**config.mk**
```make
export PLATFORM = sky130hd
export DESIGN_NAME = dsk_elv_ctrl
export DESIGN_NICKNAME = d
export VERILOG_FILES = /design/src/design/dsk_elv_pkg.sv /design/src/design/dsk_elv_ctrl.sv
export SDC_FILE = /design/constraint.sdc
export NUM_CORES = 1
export LEC_CHECK = 0
export ABC_AREA = 1
export CAP_MARGIN = 20
export CORE_AREA = 2 2 39 41
export CTS_CLUSTER_DIAMETER = 30
export DETAILED_ROUTE_END_ITERATION = 7
export DIE_AREA = 0 0 41 43
export DONT_BUFFER_PORTS = 1
export REMOVE_ABC_BUFFERS = 1
export SETUP_SLACK_MARGIN = 0.5
export SLEW_MARGIN = 20
export SYNTH_ARGS = -nofsm -noshare
export SYNTH_HDL_FRONTEND = slang
export SYNTH_SLANG_ARGS = --single-unit
export TNS_END_PERCENT = 1
```
**constraint.sdc**
```tcl
create_clock -name clk_i -period 1.4 [get_ports clk_i]
set_input_delay 0.07 -clock clk_i [delete_from_list [all_inputs] [get_ports clk_i]]
set_output_delay 0.07 -clock clk_i [all_outputs]
set_load 0.05 [all_outputs]
```
**src/design/dsk_elv_pkg.sv**
```systemverilog
`timescale 1ns / 1ps
// ----------------------------------------------------------------------------
// dsk_elv_pkg
// Shared types for the elevator disk scheduler: channel words, result codes,
// controller states and the command/status bundles between ctrl and datapath.
// ----------------------------------------------------------------------------
package dsk_elv_pkg;

  localparam int unsigned TRACK_W = 16;
  localparam int unsigned ID_W    = 6;
  localparam int unsigned KEY_W   = TRACK_W + ID_W;
  localparam int unsigned INFO_W  = 1 + 8 + 12 + 32;

  typedef enum logic [1:0] {
    STS_QUEUED     = 2'd0,
    STS_REJECTED   = 2'd1,
    STS_DISPATCHED = 2'd2,
    STS_EMPTY      = 2'd3
  } status_e;

  typedef enum logic [0:0] {
    MODE_ENQUEUE  = 1'b0,
    MODE_DISPATCH = 1'b1
  } mode_e;

  typedef struct packed {
    logic        mode;
    logic [1:0]  unit;
    logic [5:0]  requester_id;
    logic        is_write;
    logic [15:0] track;
    logic [7:0]  first_sector;
    logic [11:0] sec_cnt;
    logic [31:0] buffer_address;
  } in_word_t;

  typedef struct packed {
    status_e     status;
    logic [5:0]  out_requester_id;
    logic        out_is_write;
    logic [15:0] out_track;
    logic [7:0]  out_first_sector;
    logic [11:0] out_sec_cnt;
    logic [31:0] out_buffer_address;
    logic        moving_up;
  } out_word_t;

  typedef enum logic [1:0] {
    RES_REJECT,
    RES_ENQUEUE,
    RES_EMPTY,
    RES_DISPATCH
  } res_sel_e;

  typedef enum logic [2:0] {
    ST_CLEAR,
    ST_IDLE,
    ST_DECODE,
    ST_ENQ_CHK,
    ST_SCAN,
    ST_SCAN_LAST,
    ST_PICK,
    ST_PICK_RD
  } ctrl_state_e;

  typedef struct packed {
    logic     load_in;
    logic     scan_start;
    logic     scan_step;
    logic     clr_step;
    logic     out_load;
    res_sel_e res_sel;
  } dp_cmd_t;

  typedef struct packed {
    logic unit_bad;
    logic mode_disp;
    logic scan_last;
    logic clr_last;
    logic any_found;
    logic out_free;
  } dp_status_t;

endpackage

```
**src/design/dsk_elv_ctrl.sv**
```systemverilog
`timescale 1ns / 1ps
// ----------------------------------------------------------------------------
// dsk_elv_ctrl
// Sequencer: clearing pass, enqueue check, slot scan and dispatch.
// ----------------------------------------------------------------------------
module dsk_elv_ctrl (
  input  logic                    clk_i,
  input  logic                    rst_ni,
  input  logic                    in_valid_i,
  output logic                    in_stall_o,
  input  dsk_elv_pkg::dp_status_t status_i,
  output dsk_elv_pkg::dp_cmd_t    cmd_o
);
  import dsk_elv_pkg::*;

  ctrl_state_e state_q, state_d;

  always_ff @(posedge clk_i or negedge rst_ni) begin
    if (!rst_ni) begin
      state_q <= ST_CLEAR;
    end else begin
      state_q <= state_d;
    end
  end

  always_comb begin
    state_d    = state_q;
    cmd_o      = '0;
    in_stall_o = 1'b1;
    case (state_q)
      ST_CLEAR: begin
        cmd_o.clr_step = 1'b1;
        if (status_i.clr_last) begin
          state_d = ST_IDLE;
        end
      end
      ST_IDLE: begin
        in_stall_o = 1'b0;
        if (in_valid_i) begin
          cmd_o.load_in = 1'b1;
          state_d       = ST_DECODE;
        end
      end
      ST_DECODE: begin
        if (status_i.unit_bad) begin
          if (status_i.out_free) begin
            cmd_o.out_load = 1'b1;
            cmd_o.res_sel  = RES_REJECT;
            state_d        = ST_IDLE;
          end
        end else if (status_i.mode_disp) begin
          cmd_o.scan_start = 1'b1;
          state_d          = ST_SCAN;
        end else begin
          state_d = ST_ENQ_CHK;
        end
      end
      ST_ENQ_CHK: begin
        if (status_i.out_free) begin
          cmd_o.out_load = 1'b1;
          cmd_o.res_sel  = RES_ENQUEUE;
          state_d        = ST_IDLE;
        end
      end
      ST_SCAN: begin
        cmd_o.scan_step = 1'b1;
        if (status_i.scan_last) begin
          state_d = ST_SCAN_LAST;
        end
      end
      ST_SCAN_LAST: state_d = ST_PICK;
      ST_PICK: begin
        if (status_i.any_found) begin
          state_d = ST_PICK_RD;
        end else if (status_i.out_free) begin
          cmd_o.out_load = 1'b1;
          cmd_o.res_sel  = RES_EMPTY;
          state_d        = ST_IDLE;
        end
      end
      ST_PICK_RD: begin
        if (status_i.out_free) begin
          cmd_o.out_load = 1'b1;
          cmd_o.res_sel  = RES_DISPATCH;
          state_d        = ST_IDLE;
        end
      end
      default: state_d = ST_IDLE;
    endcase
  end

endmodule

```
# Word level (Yosys, flattened, before mapping)
# Cells that the tools add are included.
# Widths: inputs -> output; s select.
[totals]
regBits = 3
input_bits = 9
output_inout_bits = 8
wordCells = 37
[classes]
n_eq_ne = 10
mux = 23
n_reduce_logical = 3
[ops]
columns = ["op", "n"]
rows = [
  ["$mux 3", 13],
  ["$pmux 3 s7", 1],
  ["$eq 3x3->1 const B", 4],
  ["$pmux 3 s4", 1],
  ["$mux 1", 8],
  ["$eq 3x2->1 const B", 2],
  ["$ne 2x2->1 const B", 3],
  ["$eq 3x1->1 const B", 1],
  ["$logic_not 3->1", 1],
  ["$reduce_and 3->1", 1],
  ["$reduce_or 2->1", 1],
]

# Depth between registers and ports, before layout
# Gate-level depths: netlist (run 1).
[depth]
word_depth = 3
depth_mapped = 9
mapped_depth_nobuf = 8

# Worst setup path after synthesis (run 1)
# OpenSTA, ideal clock, no wires.
[synth_path]
path_kind = "register -> output"
startpoint = "register state_q[1]"
endpoint = "output cmd_o[6] in the netlist's numbering"
arrival_time_ns = 1.609
required_ns = 1.330
slack_ns = -0.279
stages_incl_launch_ff = 7
n_path_buf = 1
cell_sequence = "dfrtp_1 > buf_6 > inv_4 > nand2_2 > nor2_2 > inv_1 > nor2_1"
[synth_lines]
columns = ["element", "line", "rtl"]
rows = [
  ["from (decl)", "dsk_elv_ctrl.sv:16", "ctrl_state_e state_q, state_d;"],
  ["from (signal assigned)", "dsk_elv_ctrl.sv:22", "state_q <= state_d;"],
  ["to (decl)", "dsk_elv_ctrl.sv:12", "output dsk_elv_pkg::dp_cmd_t cmd_o"],
]

==> impl_summary.txt, run 1 <==
----------------------------------------------------
[Run status]
  Run status ... finished clean

[Place]
  Routability cong. ... 0.7364
  Inst Count DP ... 78
  Estimated wirelength of the detail-placed design ... 593.9 µm
  Post-place instance area ... 417.9 µm²
  Number of input and output port buffers inserted ... 0

[Floorplanning]
  Std-Cell Rows ... 14
  Y dimension of the die ... 43 µm
  Number of top-level pins ... 17
  Die area ... 0.001763 mm²
  Placeable core region ... 0.001384 mm²
  Chip Width ... 41 µm
  Effective utilization at floorplan ... 23.78%

[Pwr]
  VDD IR-drop max ... 1.213 mV
  Total power per unit cell area ... 2316 mW/mm²
  Clock network fraction of total power ... 11.2%
  Reported net switching power ... 711.2 µW
  Part of the total power dissipated in sequential elements ... 17.0%
  Combinational fraction of design power ... 71.8%
  Switching share of power ... 53.01%
  Design Power ... 1342 µW
  Leakage power summed over all cells ... 0.0002968 µW
  Internal power ... 630.4 µW

[Layout]
  Fill cells ... 154
  Summed area of non-filler cells in the final layout ... 579.3 µm²
  Area taken by flip-flops and latches ... 78.83 µm²
  Register with the most flip-flops ... state_q
  Area occupied by multi-input gates ... 222.7 µm²
  Post-layout net count ... 87
  Biggest registers after layout ... state_q x3
  Area overhead of the layout relative to synthesis ... 76.05%
  Post-Layout Cell Count ... 93
  Fraction of layout cells with a size suffix above 1 ... 51.95%
  Flip-flop count of the largest register after layout ... 3
  N_diodes ... 0

[STA]
  Max_slew headroom ... 88.32%
  Final Hold Vio Count ... 0
  Final setup vio count ... 0
  Crit path time final ... 1.361 ns
  Achievable clock frequency ... 0.7349 GHz
  Final setup TNS ... 0 ns
  Clock skew after layout ... 0.001294 ns
  Final Max Tran Viols ... 0
  Slew @ Worst Pin ... 0.1734 ns
  Setup repair after global routing missed its margin ... true
  Share of the cycle needed by the critical path after routing ... 97.19%

[Routing]
  Final wirelength ... 989 µm
  Count of nets left with antenna violations after detail routing ... 0
  Via total after detailed routing ... 410
  Detail-routed via count per cell ... 4.409
  Routed length per placed instance ... 10.63 µm
  Number of DRC markers in iteration 0 ... 3
  First-pass DRT Iterations ... 2
  Residual DRC count ... 0

[Clock tree]
  Maximum buffer depth of the clock tree ... 2
  Buffer type at the clock tree root ... clkbuf_4
  CTS H-tree lvls ... 1
  CTS buffer count ... 3
  Register clock-pin slew on the reported worst setup and hold paths ... 0.04 ns
  CTS sink count ... 3
  Clock tree from TritonCTS ... yes
  Clock insertion delay at the later pin of the skew report ... 0.23 ns

[GRT]
  Pin count of the biggest net entering global routing ... 9
  Global-route total usage across every layer ... 11.48%
  First-pass GRT wire length ... 1359 µm
  Number of global-route vias before repair ... 382
  Total congestion overflow after global routing ... 0
  Antenna violations before repair ... 0

[Flow run]
  Maximum capacitance violations ... 0

[Logic synthesis]
  Sequential area share after synthesis ... 22.81%
  Avg Cell Area, Syn ... 5.876 µm²
  Netlist Area Pre-Place ... 329.1 µm²
  Count of mapped cells out of synthesis ... 56
  FF+latch count, synth ... 3
  Yosys warnings ... 0
  Distinct cell type count after synthesis ... 20

[Setup path]
  Startpoint of the lowest-slack register-to-register path ... state_q[0]
  Endpoint arrival time on the critical path ... 1.29 ns
  Reg-to-Reg End ... state_q[2]
  Max incr delay on CP ... 0.43 ns
  Worst setup path end ... cmd_o[2]
  Length in cells of the worst reg-to-reg path ... 7
  CP endpoint kind ... primary output
  Slowest library cell on the worst path ... dfrtp_2
  Source of the critical timing path ... state_q[0]
  Crit path required time ... 1.33 ns
  Critical path peak fanout ... 5
  CP Class ... reg -> out
  Kind of start point of the critical path ... register
  Minimum setup slack among reg-to-reg paths ... 0.08 ns
  CP cell instances ... inv_4 -> a211oi_2 -> nand2_1 -> nand2_2 -> buf_12

[Min path]
  Worst hold-check path type ... in -> reg

----------------------------------------------------
[cell families after synthesis]
| logic type | share of synthesized area (%) |
|---|---|
| flip-flops | 22.81 |
| AND/OR/NAND/NOR | 44.11 |
| buffers and inverters | 19.39 |
| AO/OA/AOI/OAI | 13.69 |
[worst min-delay path by stage]
stage | start | endpoint | cells after the start
5_1_grt | rst_ni | state_q[0] | 1
3_3_place_gp | rst_ni | state_q[2] | 0
4_1_cts | status_i[5] | state_q[1] | 3
6_report | status_i[5] | state_q[1] | 3
3_5_place_dp | rst_ni | state_q[1] | 0
2_1_floorplan | rst_ni | state_q[0] | 0
[layout by cell type (no fill, tap or decap)]
| cell | n |
|---|---|
| buf_4 | 13 |
| nand2_1 | 12 |
| inv_1 | 8 |
| nor2_1 | 5 |
| nor2_2 | 4 |
| nand3_1 | 4 |
| nand2_2 | 3 |
| clkbuf_4 | 3 |
| buf_6 | 3 |
| dfrtp_2 | 3 |
| inv_4 | 2 |
| inv_2 | 2 |
| buf_12 | 2 |
| a211oi_2 | 1 |
| nor3_1 | 1 |
| o2111ai_2 | 1 |
| nor2_4 | 1 |
| o21ai_0 | 1 |
| nand4_1 | 1 |
| nand3b_1 | 1 |
| nand3_2 | 1 |
| a21oi_2 | 1 |
| o211ai_1 | 1 |
| o22ai_1 | 1 |
| clkbuf_1 | 1 |
| dlygate4sd3_1 | 1 |
[worst max-delay path, delay by kind of cell, from the launching register on]
family	cells	cell delay, ns
AOI/OAI and AO/OA	1	0.20
buffers and inverters	2	0.19
DFF	1	0.43
and+or+nand+nor	2	0.23
[layer usage]
layer / global-route usage, % / vias to the layer above / wire length (µm)
met2: 16.88 / 12 / 532
met4: 9.333 / 0 / 11
met1: 13.31 / 178 / 386
li1: - / 218 / -
met5: 0 / - / 0
met3: 2.618 / 2 / 59
[power groups by stage]
| stage | combinational [µW] | sequential [µW] | clock [µW] |
|---|---|---|---|
| global placement | 714 | 205 | 0 |
| CTS | 873 | 212 | 158 |
| detailed placement | 716 | 203 | 0 |
| finish | 964 | 228 | 150 |
| global route | 1030 | 233 | 166 |
| floorplan | 539 | 187 | 0 |
[cells in the mapped netlist]
cell	number	area, µm²
o2111ai_1	1	8.760
nand4_1	1	6.260
o211ai_1	1	7.510
o22ai_1	1	6.260
a21oi_1	1	5.000
inv_2	1	3.750
nand2_2	1	6.260
dfrtp_1	3	75.07
inv_1	10	37.54
nor2_2	2	12.51
nor2_1	8	30.03
nand3_1	5	25.02
a211oi_2	1	12.51
o21ai_0	1	5.000
nand2_1	14	52.55
inv_4	1	6.260
clkbuf_2	1	5.000
buf_6	1	11.26
nand3b_1	1	7.510
nor3_1	1	5.000
[layout make-up]
type                            count  share of cell area [%]
Sequential cell                     3                   13.61
Clock buffer                        4                   4.536
Timing Repair Buffer               19                   31.32
Multi-Input combinational cell     39                   38.44
Tap cell                           16                   3.456
Inverter                           12                   8.639
[per-stage QoR]
step	util, %	setup slack [ns]	hold WS [ns]
global route	41.86	-0.04112	0.07822
floorplan	-	-0.2758	-0.2256
global placement	30.20	0.1703	-0.2255
finish	41.86	0.03932	0.06590
detailed placement	30.20	0.1705	-0.2255
CTS	39.06	0.05352	0.04886
[what timing repair did]
action | in CTS | in global routing
pin swaps | 3 | 5
setup buffers | 8 | 2
gates resized for setup | 11 | 7
hold buffers | 1 | 0
endpoints found under the hold margin | 3 | 0
endpoints found under the setup margin | 11 | 11
(Power assumes the default switching activity.)
==> run 2, diff against run 1 <==
--- a/config.mk
+++ b/config.mk
@@ -6,12 +6,16 @@
 export NUM_CORES = 1
 export LEC_CHECK = 0
 export ABC_AREA = 1
+export ABC_CLOCK_PERIOD_IN_PS = 1400
 export CAP_MARGIN = 20
+export CELL_PAD_IN_SITES_DETAIL_PLACEMENT = 1
+export CELL_PAD_IN_SITES_GLOBAL_PLACEMENT = 1
 export CORE_AREA = 2 2 39 41
 export CTS_CLUSTER_DIAMETER = 30
 export DETAILED_ROUTE_END_ITERATION = 7
 export DIE_AREA = 0 0 41 43
 export DONT_BUFFER_PORTS = 1
+export PLACE_DENSITY = 0.53
 export REMOVE_ABC_BUFFERS = 1
 export SETUP_SLACK_MARGIN = 0.5
 export SLEW_MARGIN = 20
==> run 2 against run 1 <==
Effect of this change:
- count of clock-buffer cells in the layout unchanged
- design area is 8.0% higher
- register-to-register slack improved by 0.07 ns
- global-route usage increased by 3.2 points
- sequential share of layout area is 1.0 points lower
- sequential cell count unchanged
- power rose by 9.2%
- largest power group unchanged
- core utilization grew 3.3 points
- critical endpoint is now cmd_o[6]
- clock power up 3%
- final cell count is 1.1% higher
- hold slack better by 0.0049 ns
==> impl_summary.txt, run 2 (synthesis gave the netlist of run 1 again) <==
----------------------------------------------------
[STA]
  Final Hold Vio Count ... 0 (unchanged)
  Clock skew after layout ... 0.001266 ns (-0.00002730 ns)
  Crit path time final ... 1.361 ns (-0.00003730 ns)
  Hold_ws ... 0.07080 ns (+0.004904 ns)
  Share of the cycle needed by the critical path after routing ... 97.19% (about the same)
  Max_slew headroom ... 82.80% (-5.5 points)
  Final setup TNS ... 0 ns (unchanged)
  Final Max Tran Viols ... 0 (unchanged)
  Final setup vio count ... 0 (unchanged)
  Slew @ Worst Pin ... 0.2577 ns (+0.08424 ns)
  Achievable clock frequency ... 0.7349 GHz (about the same)
  Setup repair after global routing missed its margin ... true

[Floorplanning]
  Std-Cell Rows ... 14 (unchanged)
  Number of top-level pins ... 17 (unchanged)
  Placeable core region ... 0.001384 mm² (unchanged)
  Y dimension of the die ... 43 µm (unchanged)
  Chip Width ... 41 µm (unchanged)
  Die area ... 0.001763 mm² (unchanged)
  Effective utilization at floorplan ... 23.78% (unchanged)

[Layout]
  Area taken by flip-flops and latches ... 78.83 µm² (unchanged)
  Area occupied by multi-input gates ... 254.0 µm² (+14%)
  Post-layout net count ... 88 (+1.1%)
  Leading cell type in the layout, fill and taps excluded ... buf_4
  Flip-flop count of the largest register after layout ... 3 (unchanged)
  Commonest cells after routing, fill and taps aside ... buf_4, nand2_1, inv_1
  Biggest registers after layout ... state_q x3
  N_diodes ... 0 (unchanged)
  Fraction of layout cells with a size suffix above 1 ... 55.13% (+3.2 points)
  Post-Layout Cell Count ... 94 (+1.1%)
  Fill cells ... 173 (+12%)
  Register with the most flip-flops ... state_q
  Area overhead of the layout relative to synthesis ... 90.11%

[GRT]
  Number of global-route vias before repair ... 404 (+5.8%)
  Pin count of the biggest net entering global routing ... 9 (unchanged)
  Total congestion overflow after global routing ... 0 (unchanged)
  Global-route total usage across every layer ... 14.67% (+3.2 points)
  First-pass GRT wire length ... 1725 µm (+27%)
  Antenna violations before repair ... 0 (unchanged)

[Clock tree]
  CTS H-tree lvls ... 1 (unchanged)
  Maximum buffer depth of the clock tree ... 2 (unchanged)
  Clock tree from TritonCTS ... yes
  CTS sink count ... 3 (unchanged)
  CTS buffer count ... 3 (unchanged)
  Register clock-pin slew on the reported worst setup and hold paths ... 0.04 ns (about the same)
  Buffer type at the clock tree root ... clkbuf_4
  Clock insertion delay at the later pin of the skew report ... 0.23 ns (about the same)

[Routing]
  Routed length per placed instance ... 11.74 µm (+10%)
  First-pass DRT Iterations ... 4 (+2)
  Number of DRC markers in iteration 0 ... 9 (+6)
  Final wirelength ... 1104 µm (+12%)
  Via total after detailed routing ... 436 (+6.3%)
  Count of nets left with antenna violations after detail routing ... 0 (unchanged)
  Detail-routed via count per cell ... 4.638 (+5.2%)
  Residual DRC count ... 0 (unchanged)

[Pwr]
  VDD IR-drop max ... 1.054 mV (-13%)
  Design Power ... 1465 µW (+9.2%)
  Leakage power summed over all cells ... 0.0003103 µW (+4.5%)
  Total power per unit cell area ... 2342 mW/mm² (+1.1%)

[Place]
  Inst Count DP ... 78 (unchanged)
  Estimated wirelength of the detail-placed design ... 749.8 µm (+26%)
  Routability cong. ... 0.7464 (+1.4%)
  Number of input and output port buffers inserted ... 0 (unchanged)

[Setup path]
  CP endpoint kind ... primary output
  Critical path peak fanout ... 6 (+1)
  Length in cells of the worst reg-to-reg path ... 9 (+2)
  Crit path required time ... 1.33 ns (about the same)
  CP Class ... reg -> out
  Kind of start point of the critical path ... register
  Endpoint arrival time on the critical path ... 1.29 ns (about the same)

[Flow run]
  Maximum capacitance violations ... 0 (unchanged)

[Min path]
  Hold path cells ... 3 (unchanged)
  Worst hold-check path type ... in -> reg

[Run status]
  Run status ... finished clean

----------------------------------------------------
-- run 2: worst max-delay path, cell delays in order, from the launching register on --
cell     delay, ns
dfrtp_2       0.47
inv_4         0.11
nand2_4       0.06
nor2_4        0.11
inv_2         0.06
nor2_4        0.10
buf_6         0.16
-- run 2: final timing paths --
kind	endpoint	start	slack [ns]
min	state_q[1]	status_i[5]	0.07
max	cmd_o[6]	state_q[1]	0.04
max in group asynchronous	state_q[0]	rst_ni	1.15
max reg2reg	state_q[0]	state_q[1]	0.15
min reg2reg	state_q[0]	state_q[0]	0.74
min in group asynchronous	state_q[2]	rst_ni	0.09
-- run 2: layout make-up --
class                           count  area share (%)
Clock buffer                        4           4.200
Tap cell                           16           3.200
Inverter                           12           8.000
Multi-Input combinational cell     39           40.60
Timing Repair Buffer               20           31.40
Sequential cell                     3           12.60
-- run 2: metal layers --
metal | track usage, % | up-vias | share of wire (%)
met1 | 18.06 | 203 | 42
met4 | 2.000 | 0 | 0
met3 | 7.853 | 0 | 7.2
li1 | - | 216 | -
met2 | 22.50 | 17 | 51
met5 | 0 | - | 0
-- run 2: per-stage QoR --
step,setup WS [ns],utilization [%],instance area (µm²)
4_1_cts,0.03042,37.97,525.5
3_5_place_dp,0.1459,30.20,417.9
3_3_place_gp,0.1495,30.20,417.9
6_report,0.03936,45.21,625.6
5_1_grt,-0.05995,45.21,625.6
2_1_floorplan,-0.2758,-,312.8
-- run 2: power breakdown --
group	switching, µW	internal [µW]
combinational	621	450
sequential	107	132
clock	47.9	107
total	776	689
-- run 2: what timing repair did --
item	CTS	global route
gates resized for setup	8	19
setup endpoints to repair	11	11
buffers inserted	7	4
endpoints found under the hold margin	3	0
pin swaps	3	6
hold buffers	1	0
==> run 3, diff against run 2 <==
--- a/config.mk
+++ b/config.mk
@@ -17,7 +17,6 @@
 export DONT_BUFFER_PORTS = 1
 export PLACE_DENSITY = 0.53
 export REMOVE_ABC_BUFFERS = 1
-export SETUP_SLACK_MARGIN = 0.5
 export SLEW_MARGIN = 20
 export SYNTH_ARGS = -nofsm -noshare
 export SYNTH_HDL_FRONTEND = slang
==> run 3 against run 2 <==
Effect of this change:
- hold slack got worse by 0.018 ns
- non-clock buffer count is 1 lower
- setup slack worse by 0.011 ns
- critical path type unchanged
- largest cell class unchanged
- highest routed layer unchanged
==> impl_summary.txt, run 3 (synthesis gave the netlist of run 1 again) <==
----------------------------------------------------
[Setup path]
  Critical path peak fanout ... 6 (unchanged)
  Length in cells of the worst reg-to-reg path ... 9 (unchanged)
  Endpoint arrival time on the critical path ... 1.30 ns (about the same)
  CP Class ... reg -> out
  CP endpoint kind ... primary output
  Crit path required time ... 1.33 ns (about the same)
  Slowest library cell on the worst path ... dfrtp_2
  Kind of start point of the critical path ... register
  Max incr delay on CP ... 0.42 ns (-0.05 ns)
  CP cell instances ... inv_4 -> a211oi_4 -> nand2_2 -> inv_1 -> buf_12

[STA]
  Crit path time final ... 1.371 ns (+0.01075 ns)
  Share of the cycle needed by the critical path after routing ... 97.96% (+0.77 points)
  Worst path setup slack after routing ... 0.02861 ns (-0.01075 ns)
  Setup repair after global routing missed its margin ... true
  Slew @ Worst Pin ... 0.2321 ns (-0.02553 ns)
  Achievable clock frequency ... 0.7292 GHz (-0.78%)
  Final setup vio count ... 0 (unchanged)
  Clock skew after layout ... 0.0008701 ns (-0.0003961 ns)
  Max_slew headroom ... 84.52% (+1.7 points)
  Final Hold Vio Count ... 0 (unchanged)
  Hold_ws ... 0.05234 ns (-0.01846 ns)
  Final Max Tran Viols ... 0 (unchanged)

[Layout]
  Commonest cells after routing, fill and taps aside ... buf_4, nand2_1, inv_1
  Area overhead of the layout relative to synthesis ... 79.09%
  Register with the most flip-flops ... state_q
  Fraction of layout cells with a size suffix above 1 ... 49.35% (-5.8 points)
  Biggest registers after layout ... state_q x3
  Flip-flop count of the largest register after layout ... 3 (unchanged)
  Leading cell type in the layout, fill and taps excluded ... buf_4
  N_diodes ... 0 (unchanged)
  Post-layout net count ... 87 (-1.1%)

[Clock tree]
  Clock tree from TritonCTS ... yes
  Maximum buffer depth of the clock tree ... 2 (unchanged)
  Clock insertion delay at the later pin of the skew report ... 0.23 ns (about the same)
  Register clock-pin slew on the reported worst setup and hold paths ... 0.04 ns (about the same)
  CTS sink count ... 3 (unchanged)
  CTS buffer count ... 3 (unchanged)
  Buffer type at the clock tree root ... clkbuf_4
  CTS H-tree lvls ... 1 (unchanged)

[Routing]
  Number of DRC markers in iteration 0 ... 2 (-7)
  Detail-routed via count per cell ... 4.591 (-1.0%)
  Via total after detailed routing ... 427 (-2.1%)
  First-pass DRT Iterations ... 3 (-1)
  Count of nets left with antenna violations after detail routing ... 0 (unchanged)
  Final wirelength ... 1049 µm (-5.0%)
  Residual DRC count ... 0 (unchanged)
  Routed length per placed instance ... 11.28 µm (-4.0%)

[GRT]
  Antenna violations before repair ... 0 (unchanged)
  Total congestion overflow after global routing ... 0 (unchanged)
  Global-route total usage across every layer ... 13.57% (-1.1 points)
  First-pass GRT wire length ... 1607 µm (-6.8%)
  Number of global-route vias before repair ... 380 (-5.9%)
  Pin count of the biggest net entering global routing ... 9 (unchanged)

[Pwr]
  Leakage power summed over all cells ... 0.0002971 µW (-4.3%)
  VDD IR-drop max ... 1.037 mV (-1.6%)
  Total power per unit cell area ... 2361 mW/mm² (+0.80%)

[Place]
  Estimated wirelength of the detail-placed design ... 749.8 µm (unchanged)
  Minimum setup slack after placement ... 0.1459 ns (unchanged)
  Routability cong. ... 0.7464 (unchanged)
  Number of input and output port buffers inserted ... 0 (unchanged)

[Floorplanning]
  Die area ... 0.001763 mm² (unchanged)
  Effective utilization at floorplan ... 23.78% (unchanged)
  Number of top-level pins ... 17 (unchanged)
  Std-Cell Rows ... 14 (unchanged)
  Y dimension of the die ... 43 µm (unchanged)
  Placeable core region ... 0.001384 mm² (unchanged)
  Chip Width ... 41 µm (unchanged)

[Run status]
  Run status ... finished clean

[Min path]
  Worst hold-check path type ... in -> reg
  Hold path cells ... 3 (unchanged)

[Flow run]
  Maximum capacitance violations ... 0 (unchanged)

----------------------------------------------------
run 3: area by class of cell:
| class | count | area, µm² |
|---|---|---|
| flip-flops and latches | 3 | 78.83 |
| repair buffers | 19 | 181.4 |
| clock buffers | 4 | 26.28 |
| multi-input cells | 39 | 232.7 |
| fillers | 182 | 794.5 |
| inverters | 12 | 50.05 |
| well taps | 16 | 20.02 |
run 3: worst paths after layout:
| kind | start | end | slack (ns) |
|---|---|---|---|
| min in group asynchronous | rst_ni | state_q[1] | 0.09 |
| hold / removal | status_i[5] | state_q[1] | 0.05 |
| setup / recovery | state_q[0] | cmd_o[1] | 0.03 |
| max in group asynchronous | rst_ni | state_q[2] | 1.15 |
| hold reg to reg | state_q[1] | state_q[1] | 0.79 |
| setup reg to reg | state_q[0] | state_q[0] | 0.14 |
run 3: report_power, final:
part           switching, µW  leakage, µW  internal [µW]
sequential              94.6    0.0000341            133
combinational            596     0.000248            415
clock                   46.3    0.0000150            107
total                    737     0.000297            654
run 3: metal layers:
layer	global-route usage, %	vias to the layer above	part of all wire [%]
li1	-	219	-
met1	17.42	196	42
met2	19.69	12	53
met3	7.853	0	5.1
met4	2.000	0	0
met5	0	-	0
run 3: worst max-delay path, delay by kind of cell, from the launching register on:
family | cells | cell delay, ns
buffers and inverters | 3 | 0.31
AOI/OAI and AO/OA | 1 | 0.25
DFF | 1 | 0.42
and+or+nand+nor | 1 | 0.09
run 3: repair_timing:
action / in CTS / in global routing
hold endpoints to repair: 3 / 0
gates resized for setup: 5 / 15
endpoints found under the setup margin: 4 / 6
hold buffers: 1 / 0
pin swaps: 1 / 6
cloned: 0 / 0
setup buffers: 1 / 9
run 3: through the flow:
stage / instances / total power, µW / TNS, ns / util (%) / cell area (µm²)
floorplan: 54 / 726.2 / -0.6087 / - / 312.8
global placement: 78 / 938.7 / 0 / 30.20 / 417.9
detailed placement: 78 / 941.4 / 0 / 30.20 / 417.9
CTS: 84 / 1145 / -0.0005913 / 34.09 / 471.7
global route: 93 / 1509 / -0.2145 / 42.59 / 589.3
finish: 93 / 1391 / 0 / 42.59 / 589.3
